==> src/rtl/c_comment_stripper_top_defines.svh <==
// Assertion macros shared by the comment stripper RTL.
`ifndef C_COMMENT_STRIPPER_TOP_DEFINES_SVH
`define C_COMMENT_STRIPPER_TOP_DEFINES_SVH

// Same-cycle implication, checked on clk, off during reset.
`define CCS_ASSERT_NOW(label, ante, cons, msg) \
  label: assert property (@(posedge clk) disable iff (rst) (ante) |-> (cons)) \
    else $error(msg);

// Next-cycle implication, checked on clk, off during reset.
`define CCS_ASSERT_NEXT(label, ante, cons, msg) \
  label: assert property (@(posedge clk) disable iff (rst) (ante) |=> (cons)) \
    else $error(msg);

`endif

==> src/rtl/ccstrip_pkg.sv <==
// Shared types and constants for the comment stripper.
package ccstrip_pkg;

  localparam int UNIT_WIDTH = 16;

  // Character codes, sized to one unit.
  localparam logic [UNIT_WIDTH-1:0] CH_SLASH   = UNIT_WIDTH'('h2F);
  localparam logic [UNIT_WIDTH-1:0] CH_STAR    = UNIT_WIDTH'('h2A);
  localparam logic [UNIT_WIDTH-1:0] CH_NEWLINE = UNIT_WIDTH'('h0A);
  localparam logic [UNIT_WIDTH-1:0] CH_SPACE   = UNIT_WIDTH'('h20);

  // Output queue geometry.
  localparam int QDEPTH = 4;
  localparam int QPTR_W = $clog2(QDEPTH);
  localparam int QCNT_W = $clog2(QDEPTH + 1);
  // Level at or below which two more beats still fit.
  localparam logic [QCNT_W-1:0] QROOM_LIMIT = QCNT_W'(QDEPTH - 2);

  // Scanner mode.
  typedef enum logic [2:0] {
    MODE_NORMAL = 3'd0,
    MODE_SLASH  = 3'd1,
    MODE_LINE   = 3'd2,
    MODE_BLOCK  = 3'd3,
    MODE_STAR   = 3'd4
  } mode_t;

  // One queued result beat.
  typedef struct packed {
    logic [UNIT_WIDTH-1:0] unit;
    logic                  fin;
  } entry_t;

  // Results of one scanner step, also the queue push group.
  typedef struct packed {
    logic [1:0] n;
    entry_t     e0;
    entry_t     e1;
  } push_t;

  // Queue status back to the top level.
  typedef struct packed {
    logic [QCNT_W-1:0] count;
  } qstat_t;

endpackage

==> src/rtl/c_comment_stripper_top.sv <==
// Top level of the streaming C comment stripper.
//
//   channel | direction | beat payload            | handshake
//   input   | in        | code_unit, end_of_text  | in_valid / in_ready
//   output  | out       | out_unit, final_unit    | out_valid / out_ready
//
// One input beat per cycle; each makes zero, one or two output beats.
// Each input beat passes through the input register, then the output
// queue. The output side moves one beat per cycle while out_ready is high,
// so the two beats of one item leave one after the other.
// Input stalls when the four-entry output queue holds more than two beats.
// Reset (rst, synchronous) empties both stages and returns to normal mode.
`include "c_comment_stripper_top_defines.svh"

module c_comment_stripper_top (
  input  logic                               clk,
  input  logic                               rst,
  input  logic                               in_valid,
  output logic                               in_ready,
  input  logic [ccstrip_pkg::UNIT_WIDTH-1:0] code_unit,
  input  logic                               end_of_text,
  output logic                               out_valid,
  input  logic                               out_ready,
  output logic [ccstrip_pkg::UNIT_WIDTH-1:0] out_unit,
  output logic                               final_unit
);

  logic                               ir_valid;
  logic [ccstrip_pkg::UNIT_WIDTH-1:0] ir_unit;
  logic                               ir_last;
  ccstrip_pkg::mode_t                 mode;
  ccstrip_pkg::mode_t                 mode_next;
  ccstrip_pkg::push_t                 step_res;
  ccstrip_pkg::push_t                 push;
  ccstrip_pkg::qstat_t                qstat;
  logic                               adv;
  logic                               in_acc;

  // Item moves on when the queue has room for two beats
  assign adv      = ir_valid && (qstat.count <= ccstrip_pkg::QROOM_LIMIT);
  assign in_ready = !ir_valid || adv;
  assign in_acc   = in_valid && in_ready;

  // Input register
  always_ff @(posedge clk) begin
    if (rst) begin
      ir_valid <= 1'b0;
    end else if (in_acc) begin
      ir_valid <= 1'b1;
    end else if (adv) begin
      ir_valid <= 1'b0;
    end
  end

  always_ff @(posedge clk) begin
    if (in_acc) begin
      ir_unit <= code_unit;
      ir_last <= end_of_text;
    end
  end

  // Scanner mode
  always_ff @(posedge clk) begin
    if (rst) begin
      mode <= ccstrip_pkg::MODE_NORMAL;
    end else if (adv) begin
      mode <= mode_next;
    end
  end

  ccstrip_step u_step (
    .mode      (mode),
    .unit      (ir_unit),
    .last      (ir_last),
    .mode_next (mode_next),
    .res       (step_res)
  );

  always_comb begin
    push   = step_res;
    push.n = adv ? step_res.n : 2'd0;
  end

  ccstrip_outq u_outq (
    .clk        (clk),
    .rst        (rst),
    .push       (push),
    .stat       (qstat),
    .out_valid  (out_valid),
    .out_ready  (out_ready),
    .out_unit   (out_unit),
    .final_unit (final_unit)
  );

  // Checks
  `CCS_ASSERT_NOW(a_last_emits, adv && ir_last, step_res.n != 2'd0, "end of text with no beat")
  `CCS_ASSERT_NEXT(a_last_resets_mode, adv && ir_last, mode == ccstrip_pkg::MODE_NORMAL, "mode not normal after end")
  `CCS_ASSERT_NOW(a_pair_source, adv && step_res.n == 2'd2, mode == ccstrip_pkg::MODE_LINE || mode == ccstrip_pkg::MODE_SLASH, "two beats from wrong mode")
  `CCS_ASSERT_NOW(a_queue_bound, 1'b1, qstat.count <= ccstrip_pkg::QCNT_W'(ccstrip_pkg::QDEPTH), "output queue overflow")

endmodule

==> src/rtl/ccstrip_step.sv <==
// Combinational scanner step: mode transition and up to two result units.
module ccstrip_step (
  input  ccstrip_pkg::mode_t                 mode,
  input  logic [ccstrip_pkg::UNIT_WIDTH-1:0] unit,
  input  logic                               last,
  output ccstrip_pkg::mode_t                 mode_next,
  output ccstrip_pkg::push_t                 res
);

  logic                               is_slash;
  logic                               is_star;
  logic                               is_nl;
  logic [1:0]                         n;
  logic [ccstrip_pkg::UNIT_WIDTH-1:0] u0;
  logic [ccstrip_pkg::UNIT_WIDTH-1:0] u1;
  ccstrip_pkg::mode_t                 m;

  assign is_slash = (unit == ccstrip_pkg::CH_SLASH);
  assign is_star  = (unit == ccstrip_pkg::CH_STAR);
  assign is_nl    = (unit == ccstrip_pkg::CH_NEWLINE);

  // Per-mode transition
  always_comb begin
    n  = 2'd0;
    u0 = ccstrip_pkg::CH_SPACE;
    u1 = unit;
    m  = mode;
    case (mode)
      ccstrip_pkg::MODE_SLASH: begin
        if (is_slash || is_star) begin
          if (last) begin
            n = 2'd1;
          end else begin
            m = is_slash ? ccstrip_pkg::MODE_LINE : ccstrip_pkg::MODE_BLOCK;
          end
        end else begin
          // held slash goes out, then the unit as plain text
          n  = 2'd2;
          u0 = ccstrip_pkg::CH_SLASH;
          u1 = unit;
          m  = ccstrip_pkg::MODE_NORMAL;
        end
      end
      ccstrip_pkg::MODE_LINE: begin
        if (is_nl) begin
          n  = 2'd2;
          u1 = ccstrip_pkg::CH_NEWLINE;
          m  = ccstrip_pkg::MODE_NORMAL;
        end else if (last) begin
          n = 2'd1;
        end
      end
      ccstrip_pkg::MODE_BLOCK, ccstrip_pkg::MODE_STAR: begin
        if (mode == ccstrip_pkg::MODE_STAR && is_slash) begin
          n = 2'd1;
          m = ccstrip_pkg::MODE_NORMAL;
        end else if (last) begin
          n = 2'd1;
        end else begin
          if (is_nl) begin
            n  = 2'd1;
            u0 = ccstrip_pkg::CH_NEWLINE;
          end
          m = is_star ? ccstrip_pkg::MODE_STAR : ccstrip_pkg::MODE_BLOCK;
        end
      end
      default: begin
        if (is_slash && !last) begin
          m = ccstrip_pkg::MODE_SLASH;
        end else begin
          n  = 2'd1;
          u0 = unit;
          m  = ccstrip_pkg::MODE_NORMAL;
        end
      end
    endcase
  end

  // End of text forces normal mode and marks the last result
  assign mode_next   = last ? ccstrip_pkg::MODE_NORMAL : m;
  assign res.n       = n;
  assign res.e0.unit = u0;
  assign res.e0.fin  = last && (n == 2'd1);
  assign res.e1.unit = u1;
  assign res.e1.fin  = last && (n == 2'd2);

endmodule

==> src/rtl/ccstrip_outq.sv <==
// Small output queue: up to two beats in per cycle, one beat out.
module ccstrip_outq (
  input  logic                               clk,
  input  logic                               rst,
  input  ccstrip_pkg::push_t                 push,
  output ccstrip_pkg::qstat_t                stat,
  output logic                               out_valid,
  input  logic                               out_ready,
  output logic [ccstrip_pkg::UNIT_WIDTH-1:0] out_unit,
  output logic                               final_unit
);

  ccstrip_pkg::entry_t                    slots [ccstrip_pkg::QDEPTH];
  logic [ccstrip_pkg::QPTR_W-1:0]         head;
  logic [ccstrip_pkg::QPTR_W-1:0]         tail;
  logic [ccstrip_pkg::QCNT_W-1:0]         count;
  logic [ccstrip_pkg::QCNT_W-1:0]         count_next;
  logic [ccstrip_pkg::QPTR_W-1:0]         tail_p1;
  logic                                   pop;

  assign pop        = out_valid && out_ready;
  assign tail_p1    = tail + ccstrip_pkg::QPTR_W'(1);
  assign count_next = count + ccstrip_pkg::QCNT_W'(push.n)
                    - ccstrip_pkg::QCNT_W'(pop);

  // Pointers and fill level
  always_ff @(posedge clk) begin
    if (rst) begin
      head  <= '0;
      tail  <= '0;
      count <= '0;
    end else begin
      tail  <= tail + ccstrip_pkg::QPTR_W'(push.n);
      head  <= head + ccstrip_pkg::QPTR_W'(pop);
      count <= count_next;
    end
  end

  // Slot writes, no reset on payload
  always_ff @(posedge clk) begin
    if (push.n != 2'd0) begin
      slots[tail] <= push.e0;
    end
    if (push.n == 2'd2) begin
      slots[tail_p1] <= push.e1;
    end
  end

  assign out_valid  = (count != '0);
  assign out_unit   = slots[head].unit;
  assign final_unit = slots[head].fin;
  assign stat.count = count;

endmodule
==> config.mk <==
export PLATFORM = sky130hd
export DESIGN_NAME = c_comment_stripper_top
export DESIGN_NICKNAME = d
export VERILOG_FILES = /design/src/rtl/ccstrip_pkg.sv /design/src/rtl/c_comment_stripper_top.sv /design/src/rtl/ccstrip_step.sv /design/src/rtl/ccstrip_outq.sv
export VERILOG_INCLUDE_DIRS = /design/src /design/src/rtl
export SDC_FILE = /design/constraint.sdc
export NUM_CORES = 1
export LEC_CHECK = 0
export BUFFER_PORTS_ARGS = -buffer_cell sky130_fd_sc_hd__buf_2
export CORE_MARGIN = 8
export CORE_UTILIZATION = 64
export DETAILED_ROUTE_END_ITERATION = 6
export HOLD_SLACK_MARGIN = 0.15
export PLACE_DENSITY = 0.94
export SETUP_SLACK_MARGIN = 0.4
export SLEW_MARGIN = 10
export SYNTH_ARGS = -nofsm -noshare
export SYNTH_HDL_FRONTEND = slang
export SYNTH_SLANG_ARGS = --single-unit
==> constraint.sdc <==
create_clock -name clk -period 8.95 [get_ports clk]
set_clock_uncertainty 0.1 [all_clocks]
set_input_delay 0.4475 -clock clk [delete_from_list [all_inputs] [get_ports clk]]
set_output_delay 0.4475 -clock clk [all_outputs]
set_load 0.01 [all_outputs]
==> results.sh <==
export IMPL_status="finished, final reports clean"
export IMPL_fin_ws_ns=4.95
export IMPL_gate_count_of_the_mapped_netlist=331
export IMPL_clock_path_buffers=2
export IMPL_dr_pass1_iters=5
export IMPL_tritoncts_clock_tree="built"
export IMPL_layout_cells_non_filler=472
export IMPL_p_clk_frac=0.255
export IMPL_p_comb_frac=0.227
export IMPL_cts_sinks=96
export IMPL_n_antenna_cell=0
export IMPL_worst_setup_path_end_kind="flip-flop"
export IMPL_cts_htree_levels=3
export IMPL_cts_buffers=9
export IMPL_report_power_total_mw=1.07
export IMPL_synthesis_area_per_instance_um2=13.7
export IMPL_vias=3016
export IMPL_first_global_vias=2979
export IMPL_place_worst_setup_slack_ns=5.08
export IMPL_area_of_the_core_region_um2=6830
export IMPL_ys_ff_latch=96
export IMPL_post_synth_top_count_cell="sky130_fd_sc_hd__edfxtp_1"
export IMPL_timing_fmax_mhz=250
export IMPL_share_of_layout_cells_above_drive_strength_1=0.226
export IMPL_detail_route_iter0_violations=360
export IMPL_net_count_after_synthesis=356
export IMPL_place_port_buffers=39
export IMPL_post_synth_num_cell_types=58
export IMPL_slew_headroom=0.219
export IMPL_final_period_utilization=0.447
export IMPL_seq_power_share=0.518
export IMPL_netlist_top_cells_area="sky130_fd_sc_hd__edfxtp_1, sky130_fd_sc_hd__mux4_2, sky130_fd_sc_hd__and2_1"
export IMPL_area_of_the_die_um2=10000
export IMPL_growth_of_design_area_from_synthesis_to_finish_pct=10.6
export IMPL_cap_viol_max_count=0
export IMPL_timing_final_max_slew_violations=0
export IMPL_dp_cells=454
export IMPL_worstSetupStartpointType="flip-flop"
export IMPL_grt_overflow=0
export IMPL_floorplan_initialDensity=0.663
export IMPL_switching_share=0.273
export IMPL_grt_pass1_wl_mm=15.2
export IMPL_worst_slew_pin_slew_ns=1.16
export IMPL_switching_power_uw=293
export IMPL_period_needed_ns=4.00
export IMPL_syn_area_um2=4530
export IMPL_groute_usage_overall=0.198
export IMPL_yosysWarnings=0
export IMPL_number_of_antenna_violations_at_the_first_check_in_global_routing=0
export IMPL_p_int_uw=781
export IMPL_weighted_congestion_at_the_end_of_routability_driven_global_placement=1.02
export IMPL_nets=396
export IMPL_post_drt_via_cell_ratio=6.39
export IMPL_synth_common_cells="sky130_fd_sc_hd__edfxtp_1, sky130_fd_sc_hd__and2_1, sky130_fd_sc_hd__a21oi_1"
export IMPL_worst_path_max_fanout=11
export IMPL_final_antenna_net_count=0
export IMPL_place_detailed_hpwl_mm=6.88
export IMPL_dieWidth_um=100
export IMPL_route_detailed_drc=0
export IMPL_power_ir_vdd_worst_v=0.000120
export IMPL_p_per_area_nw_per_um2=215
export IMPL_timing_hold_violations_final=0
export IMPL_postSynth_topFlopCell="sky130_fd_sc_hd__edfxtp_1"
export IMPL_routed_wire_length_per_instance_um=20.3
export IMPL_num_rows=30
export IMPL_clock_insertion_delay_worst_skew_ns=0.35
export IMPL_path_class="flip-flop to flip-flop"
export IMPL_cts_clk_slew_worst_paths_ns=0.09
export IMPL_grt_max_degree=19
export IMPL_clock_tree_root_cell="sky130_fd_sc_hd__clkbuf_8"
export IMPL_synth_largest_area_cell="sky130_fd_sc_hd__edfxtp_1"
export IMPL_ys_async_sr_fraction=0
export IMPL_yosysSeqAreaShare=0.612
export IMPL_tns_ns=0
export IMPL_required_ns=8.91
export IMPL_drt_wl_total_mm=9.57
export IMPL_worstPathArrival_ns=3.96
export IMPL_dieHeight_um=100
export IMPL_hp_class="input pin to flip-flop"
export IMPL_synth_top_area_share=0.564
export IMPL_total_leakage_power_nw=1.78
export IMPL_synth_edf_count=85
export IMPL_unrepaired_setup_endpoints_after_global_routing="no"
export IMPL_setup_viol=0
export IMPL_ioPinCount=40
## layer usage
metal,global-route usage,wire length (µm),up-vias
met5,0,0,-
met4,0.101,299,0
met3,0.0519,998,37
met2,0.305,4470,214
met1,0.252,3800,1443
li1,-,-,1322
## final timing paths
| check | from | end | slack (ns) | cells past startpoint |
|---|---|---|---|---|
| worst max register to register | ir_unit[4]$_DFFE_PP_ | u_outq.slots[1][15]$_DFFE_PP_ | 4.95 | 7 |
| worst min-delay path | end_of_text | ir_last$_DFFE_PP_ | 0.17 | 1 |
| worst min register to register | u_outq.stat[2]$_SDFF_PP0_ | u_outq.stat[2]$_SDFF_PP0_ | 0.44 | 2 |
| worst max-delay path | ir_unit[4]$_DFFE_PP_ | u_outq.slots[1][15]$_DFFE_PP_ | 4.95 | 7 |
## final cells by class
type / instances / area, µm²
Sequential cell: 96 / 2770
Fill cell: 423 / 1830
Multi-Input combinational cell: 211 / 1650
Timing Repair Buffer: 45 / 245
Clock buffer: 10 / 128
Tap cell: 96 / 120
Clock inverter: 6 / 58.8
Inverter: 8 / 30.0
## through the flow
stage / area, µm² / hold WS (ns) / utilization
4_1_cts: 4980 / 0.152 / 0.730
5_1_grt: 5000 / 0.148 / 0.733
6_report: 5000 / 0.165 / 0.733
3_3_place_gp: 4800 / 0.419 / 0.702
3_5_place_dp: 4800 / 0.422 / 0.702
2_1_floorplan: 4530 / 0.399 / -
## flip-flops by register name (all words and copies together), names as in the netlist
register,count
ir_last,1
ir_unit,16
ir_valid,1
mode,3
u_outq.head,2
u_outq.slots,68
u_outq.stat,3
u_outq.tail,2
## power by group through the flow
stage,Combinational [mW],Sequential [mW],Clock (mW)
floorplan,0.183,0.549,0
global placement,0.237,0.562,0
detailed placement,0.246,0.565,0
CTS,0.248,0.555,0.274
global route,0.269,0.560,0.288
finish,0.244,0.556,0.274
## repair_timing
item | CTS | global route
endpoints found under the hold margin | 0 | 2
gates resized for setup | 0 | 0
hold buffers | 0 | 2
setup buffers | 0 | 0
## kinds of logic (layout without fill, tap and decap cells)
family,Yosys count,count (layout),share of synthesized area
compound gates,57,57,0.0851
simple gates,125,125,0.167
flops,96,96,0.612
fa+ha+maj,4,4,0.0127
mux,17,17,0.0846
xor+xnor,8,8,0.0155
buf+inv,24,69,0.0229
## layout by cell type, fill, tap and decap left out, drive strengths merged, types with 2 or more instances in the layout
cell | Yosys | routed
a211oi | 2 | 2
nand2b | 4 | 4
nand3b | 3 | 3
ha | 3 | 3
and3 | 2 | 2
o31ai | 2 | 2
dfxtp | 11 | 11
clkinv | 1 | 4
or4 | 4 | 4
a31oi | 2 | 2
xnor2 | 7 | 7
clkbuf | 7 | 10
mux4 | 17 | 17
edfxtp | 85 | 85
or3 | 3 | 3
buf | 9 | 43
inv | 7 | 8
o21a | 4 | 4
nor2b | 14 | 14
nor2 | 21 | 21
a21oi | 23 | 23
a21o | 10 | 10
o211ai | 2 | 2
nand3 | 6 | 6
o21ai | 3 | 3
and2 | 40 | 40
nor4 | 3 | 3
nand2 | 16 | 16
dlygate4sd3 | 0 | 2
nor3 | 4 | 4
## worst max-delay path, stage by stage, from the launching register on
cell                        delay, ns
sky130_fd_sc_hd__edfxtp_1        0.48
sky130_fd_sc_hd__or4b_1          0.62
sky130_fd_sc_hd__nor4_1          0.73
sky130_fd_sc_hd__nor3_1          0.12
sky130_fd_sc_hd__a41oi_1         0.31
sky130_fd_sc_hd__o2111ai_1       0.25
sky130_fd_sc_hd__a21oi_1         0.75
sky130_fd_sc_hd__buf_4           0.33
No activity file was read; power rests on OpenSTA's default activity.
